## src/hw/rtl/stlb_pkg.sv

```systemverilog
// Package for the sorted-table lower-bound block: request kinds, field widths
// and the result record passed from the search controller to the top level.
// No dependencies.
package stlb_pkg;

	localparam int VAL_W = 32;
	localparam int POS_W = 11;
	localparam int KIND_W = 2;

	localparam logic [KIND_W-1:0] KIND_APPEND = 2'd0;
	localparam logic [KIND_W-1:0] KIND_QUERY  = 2'd1;
	localparam logic [KIND_W-1:0] KIND_CLEAR  = 2'd2;

	typedef struct packed {
		logic [POS_W-1:0] position;
		logic             status;
	} res_t;

endpackage

```

## src/hw/rtl/stlb_ctrl.sv

```systemverilog
// Request sequencer: appends, clears and the binary-search probe loop that
// drives the entry store. Depends on stlb_pkg.
module stlb_ctrl #(
	parameter int TABLE_DEPTH = 1024,
	parameter int AW = $clog2(TABLE_DEPTH),
	parameter int CW = $clog2(TABLE_DEPTH + 1)
) (
	input  logic                              clk,
	input  logic                              arst_n,
	input  logic                              in_valid,
	output logic                              in_stall,
	input  logic [stlb_pkg::KIND_W-1:0]       kind,
	input  logic signed [stlb_pkg::VAL_W-1:0] value,
	output logic                              res_valid,
	input  logic                              res_take,
	output stlb_pkg::res_t                    res,
	output logic                              mem_wr_en,
	output logic                              mem_rd_en,
	output logic [AW-1:0]                     mem_addr,
	output logic signed [stlb_pkg::VAL_W-1:0] mem_wdata,
	input  logic signed [stlb_pkg::VAL_W-1:0] mem_rdata
);
	import stlb_pkg::*;

	typedef enum logic [1:0] {
		S_IDLE,
		S_READ,
		S_CMP,
		S_DONE
	} state_t;

	localparam logic [CW-1:0] DEPTH_C = CW'(TABLE_DEPTH);

	state_t                  state_q;
	logic [CW-1:0]           count_q;
	logic [CW-1:0]           lo_q;
	logic [CW-1:0]           hx_q;
	logic signed [VAL_W-1:0] target_q;
	res_t                    res_q;

	logic                    accept;
	logic [CW-1:0]           probe;
	logic                    hit;
	logic [CW-1:0]           lo_nxt;
	logic [CW-1:0]           hx_nxt;

	assign accept   = in_valid && (state_q == S_IDLE);
	assign in_stall = (state_q != S_IDLE);

	// probe at the middle of [lo, hx), rounded down as in a closed-range search
	assign probe  = lo_q + ((hx_q - lo_q - CW'(1)) >> 1);
	assign hit    = (mem_rdata >= target_q);
	assign lo_nxt = hit ? lo_q : probe + CW'(1);
	assign hx_nxt = hit ? probe : hx_q;

	assign mem_wr_en = accept && (kind == KIND_APPEND) && (count_q < DEPTH_C);
	assign mem_rd_en = (state_q == S_READ);
	assign mem_addr  = mem_wr_en ? count_q[AW-1:0] : probe[AW-1:0];
	assign mem_wdata = value;

	assign res_valid = (state_q == S_DONE);
	assign res       = res_q;

	always_ff @(posedge clk or negedge arst_n) begin
		if (!arst_n) begin
			state_q  <= S_IDLE;
			count_q  <= '0;
			lo_q     <= '0;
			hx_q     <= '0;
			target_q <= '0;
			res_q    <= '0;
		end else begin
			case (state_q)
				S_IDLE: begin
					if (accept) begin
						res_q.status <= 1'b0;
						case (kind)
							KIND_APPEND: begin
								if (count_q < DEPTH_C) begin
									count_q        <= count_q + CW'(1);
									res_q.position <= POS_W'(count_q + CW'(1));
								end else begin
									res_q.position <= POS_W'(count_q);
									res_q.status   <= 1'b1;
								end
								state_q <= S_DONE;
							end
							KIND_QUERY: begin
								target_q <= value;
								lo_q     <= '0;
								hx_q     <= count_q;
								if (count_q == '0) begin
									res_q.position <= '0;
									state_q        <= S_DONE;
								end else begin
									state_q <= S_READ;
								end
							end
							KIND_CLEAR: begin
								count_q        <= '0;
								res_q.position <= '0;
								state_q        <= S_DONE;
							end
							default: begin
								res_q.position <= POS_W'(count_q);
								state_q        <= S_DONE;
							end
						endcase
					end
				end
				S_READ: begin
					state_q <= S_CMP;
				end
				S_CMP: begin
					lo_q <= lo_nxt;
					hx_q <= hx_nxt;
					if (lo_nxt < hx_nxt) begin
						state_q <= S_READ;
					end else begin
						// the last qualifying probe is where the upper bound settled
						res_q.position <= POS_W'(hx_nxt);
						state_q        <= S_DONE;
					end
				end
				S_DONE: begin
					if (res_take) begin
						state_q <= S_IDLE;
					end
				end
				default: begin
					state_q <= S_IDLE;
				end
			endcase
		end
	end

	a_count_bound: assert property (@(posedge clk) disable iff (!arst_n)
		count_q <= DEPTH_C)
		else $error("entry count above table depth");

	a_probe_in_range: assert property (@(posedge clk) disable iff (!arst_n)
		mem_rd_en |-> (lo_q < hx_q) && (hx_q <= count_q))
		else $error("probe outside loaded entries");

	a_cmp_after_read: assert property (@(posedge clk) disable iff (!arst_n)
		(state_q == S_CMP) |-> $past(mem_rd_en))
		else $error("compare without a preceding read");

	a_drop_only_full: assert property (@(posedge clk) disable iff (!arst_n)
		(res_valid && res_q.status) |-> (count_q == DEPTH_C))
		else $error("append flagged dropped with room in table");

	a_no_write_busy: assert property (@(posedge clk) disable iff (!arst_n)
		mem_wr_en |-> (state_q == S_IDLE) && !mem_rd_en)
		else $error("store write overlaps a search");

endmodule

```

## config.mk

```make
export PLATFORM = sky130hd
export DESIGN_NAME = stlb_ctrl
export DESIGN_NICKNAME = d
export VERILOG_FILES = /design/src/hw/rtl/stlb_pkg.sv /design/src/hw/rtl/stlb_ctrl.sv
export SDC_FILE = /design/constraint.sdc
export NUM_CORES = 1
export LEC_CHECK = 0
export BUFFER_PORTS_ARGS = -buffer_cell sky130_fd_sc_hd__buf_2
export CORE_UTILIZATION = 45
export DETAILED_ROUTE_END_ITERATION = 7
export HOLD_SLACK_MARGIN = 0.12
export PLACE_DENSITY = 0.68
export SLEW_MARGIN = 20
export SYNTH_ARGS = -nofsm -noshare
export SYNTH_HDL_FRONTEND = slang
export SYNTH_SLANG_ARGS = --single-unit
```

## constraint.sdc

```tcl
create_clock -name clk -period 13.8 [get_ports clk]
set_input_delay 0.69 -clock clk [delete_from_list [all_inputs] [get_ports clk]]
set_output_delay 0.69 -clock clk [all_outputs]
set_load 0.02 [all_outputs]
```

==> flow_metrics.env <==
export IMPL_outcome="complete, no violations"
export IMPL_clkLatencyLatePin_ps=340
export IMPL_criticalPathCategory="register to register"
export IMPL_pin_count=128
export IMPL_diodes=0
export IMPL_vias=5301
export IMPL_grt_usage_pct=22.3
export IMPL_fp_dieH_um=119
export IMPL_syn_nets=809
export IMPL_fin_tns_setup_ps=0
export IMPL_cts_root_buf="clkbuf_16"
export IMPL_synth_seq_area_share_pct=32.1
export IMPL_synth_fa_ha_area_share_pct=13.7
export IMPL_die_x_um=119
export IMPL_use_met1_pct=29.4
export IMPL_final_area_mm2=0.00699
export IMPL_rows=42
export IMPL_hold_violations=0
export IMPL_layout_commonest_cell="buf_2"
export IMPL_postSynthAreaPerCell_um2=9.15
export IMPL_grt_util_met2_pct=37.0
export IMPL_initial_core_util_pct=46.3
export IMPL_coreArea_mm2=0.0133
export IMPL_drc=0
export IMPL_crit_arrival_ps=7330
export IMPL_r2r_end="res[2]$_DFFE_PN0P_"
export IMPL_grt_start_max_net_pins=80
export IMPL_ys_flop_type="dfrtp_1"
export IMPL_r2r_setup_slack_ps=6700
export IMPL_grt_pass1_vias=5171
export IMPL_yosysTopAreaCell="dfrtp_1"
export IMPL_h_tree_depth=3
export IMPL_yosys_area_share_simple_pct=11.9
export IMPL_r2r_start="lo_q[1]$_DFFE_PN0P_"
export IMPL_busiest_layer="met2"
export IMPL_cp_max_fo=11
export IMPL_final_cell_mix="126 x buf_2, 79 x dfrtp_1, 64 x ha_1"
export IMPL_placed_cell_area_mm2=0.00669
export IMPL_worst_pin_slew_ps=1130
export IMPL_cp_required_ps=14030
export IMPL_cts_hold_buffers=0
export IMPL_netlist_area_leader_share_pct=32.1
export IMPL_drive_above_1_share_pct=27.1
export IMPL_firstDrtPassIters=7
export IMPL_wl_per_cell_um=16.2
export IMPL_end_kind="register"
export IMPL_globalRouteOverflowTotal=0
export IMPL_rsz0062_at_grt="false"
export IMPL_min_path_type="input pin to asynchronous set/reset pin"
export IMPL_syn_instance_count=673
export IMPL_grt_antenna_before_repair=0
export IMPL_synthMuxAreaShare_pct=12.4
export IMPL_synth_seq_cells=79
export IMPL_drv_slew=0
export IMPL_synth_xor_area_share_pct=3.27
export IMPL_fin_skew_ps=10.1
export IMPL_post_cts_setup_buffers=0
export IMPL_synth_edf_count=0
export IMPL_syn2layout_area_growth_pct=13.5
export IMPL_fin_crit_ps=7100
export IMPL_clock_path_buffers=2
export IMPL_die_area_mm2=0.0141
export IMPL_ys_async_sr_fraction_pct=100
export IMPL_relSlewSlack_pct=24.5
export IMPL_grt_util_met3_pct=3.02
export IMPL_clkTransAtPathRegs_ps=60
export IMPL_fin_crit_sh_pct=51.5
export IMPL_gp_congestion=0.934
export IMPL_cts_sinks=79
export IMPL_synth_compound_area_share_pct=17.1
export IMPL_layout_nets=895
export IMPL_grt_pass1_wl_mm=25.1
export IMPL_reg2reg_depth=25
export IMPL_viasPerCell=5.64
export IMPL_cts_tree="built"
export IMPL_synth_warnings=0
export IMPL_dp_hpwl_mm=11.8
export IMPL_cts_repair_resize_count=0
export IMPL_post_route_util_pct=52.6
export IMPL_drv_cap=0
export IMPL_setup_viol=0
export IMPL_cts_buffers=9
export IMPL_fmax_mhz=141
export IMPL_totalWireLength_mm=15.2
export IMPL_synth_cell_types=55
export IMPL_drt_initial_drc_count=296
export IMPL_ant_nets=0
export IMPL_syn_area_mm2=0.00615
export IMPL_port_buffers=127
export IMPL_synth_area_leaders="dfrtp_1 32%, ha_1 13%, mux2_2 10%, o21ai_0 4.6%, buf_4 4.1%"
export IMPL_fin_hold_ws_ps=371
export IMPL_synth_top_family_by_area="compound AO/OA/AOI/OAI gates"
export IMPL_startpoint_type="register"
worst max-delay path, cell delays in order (launching register included):
cell	delay [ps]
dfrtp_1	460
inv_1	90
ha_1	290
and3b_1	170
o21ai_0	260
a21boi_0	180
o21a_1	210
o21ai_0	180
a21boi_0	140
nor2_1	130
xnor2_1	140
ha_1	320
or4b_2	690
nand4_1	220
nand4_1	160
nor3_1	320
nand3_1	150
xnor2_1	190
mux2_2	280
ha_1	330
a21oi_1	150
o21ai_0	170
a2111oi_0	590
o211ai_1	190
o21ai_2	580
mux2_2	410
routing by layer:
metal  share of wire (%)  up-vias
met5                   0        -
met4                 2.0        0
met1                  45     2511
met3                 6.4       24
li1                    -     2545
met2                  47      221
cell usage after synthesis (4+ instances only):
cell      number
a211oi_1       5
a21o_1        17
a21oi_1       37
a22o_1         9
a22oi_1        4
and3_1         6
buf_1          4
buf_4         34
clkbuf_1      15
dfrtp_1       79
ha_1          64
inv_1         61
mux2_2        57
mux2i_1       12
nand2_1       50
nand2b_1       5
nand3_1       11
nand4_1       11
nor2_1        32
nor2b_1        6
nor3_1        12
nor4_1         7
o211ai_1       6
o21ai_0       57
o22ai_1        6
xnor2_1       17
xor2_1         6
state kept, by name, summed over array words and instances (netlist names):
| signal | count |
|---|---|
| lo_q | 11 |
| target_q | 32 |
| res | 12 |
| hx_q | 11 |
| state_q | 2 |
| count_q | 11 |
through the flow:
stage / instances / setup slack (ps)
6_report: 940 / 6700
4_1_cts: 940 / 6720
5_1_grt: 940 / 5980
3_3_place_gp: 924 / 7240
3_5_place_dp: 924 / 6770
2_1_floorplan: 673 / 7940
final cells by class:
type / count / area (um^2)
clock inverter: 6 / 61.3
clock buffer: 10 / 229
multi-input combinational: 478 / 3610
sequential: 79 / 1980
tap: 176 / 220
timing repair buffer: 130 / 664
inverter: 61 / 229
fill: 1248 / 6310
how the worst max path moves through the flow:
stage                                    from             endpoint  cells after the start
final                     lo_q[1]$_DFFE_PN0P_   res[2]$_DFFE_PN0P_                     25
after global routing      lo_q[1]$_DFFE_PN0P_   res[2]$_DFFE_PN0P_                     25
after CTS                 lo_q[1]$_DFFE_PN0P_   res[2]$_DFFE_PN0P_                     25
after detailed placement  lo_q[1]$_DFFE_PN0P_   res[2]$_DFFE_PN0P_                     25
after global placement    lo_q[1]$_DFFE_PN0P_   res[5]$_DFFE_PN0P_                     25
after floorplan           lo_q[1]$_DFFE_PN0P_  res[10]$_DFFE_PN0P_                     26
kinds of logic (layout without fill, tap and decap cells):
kind of cell / count (synthesis) / count (layout)
AO/OA/AOI/OAI: 168 / 168
AND/OR/NAND/NOR: 152 / 152
buffers and inverters: 116 / 207
flip-flops: 79 / 79
multiplexers: 69 / 69
adder cells (fa/ha/maj): 66 / 66
XOR/XNOR: 23 / 23
Power is not shown: default switching activity piles up to over one toggle a cycle in this logic, so the estimate is an artifact.
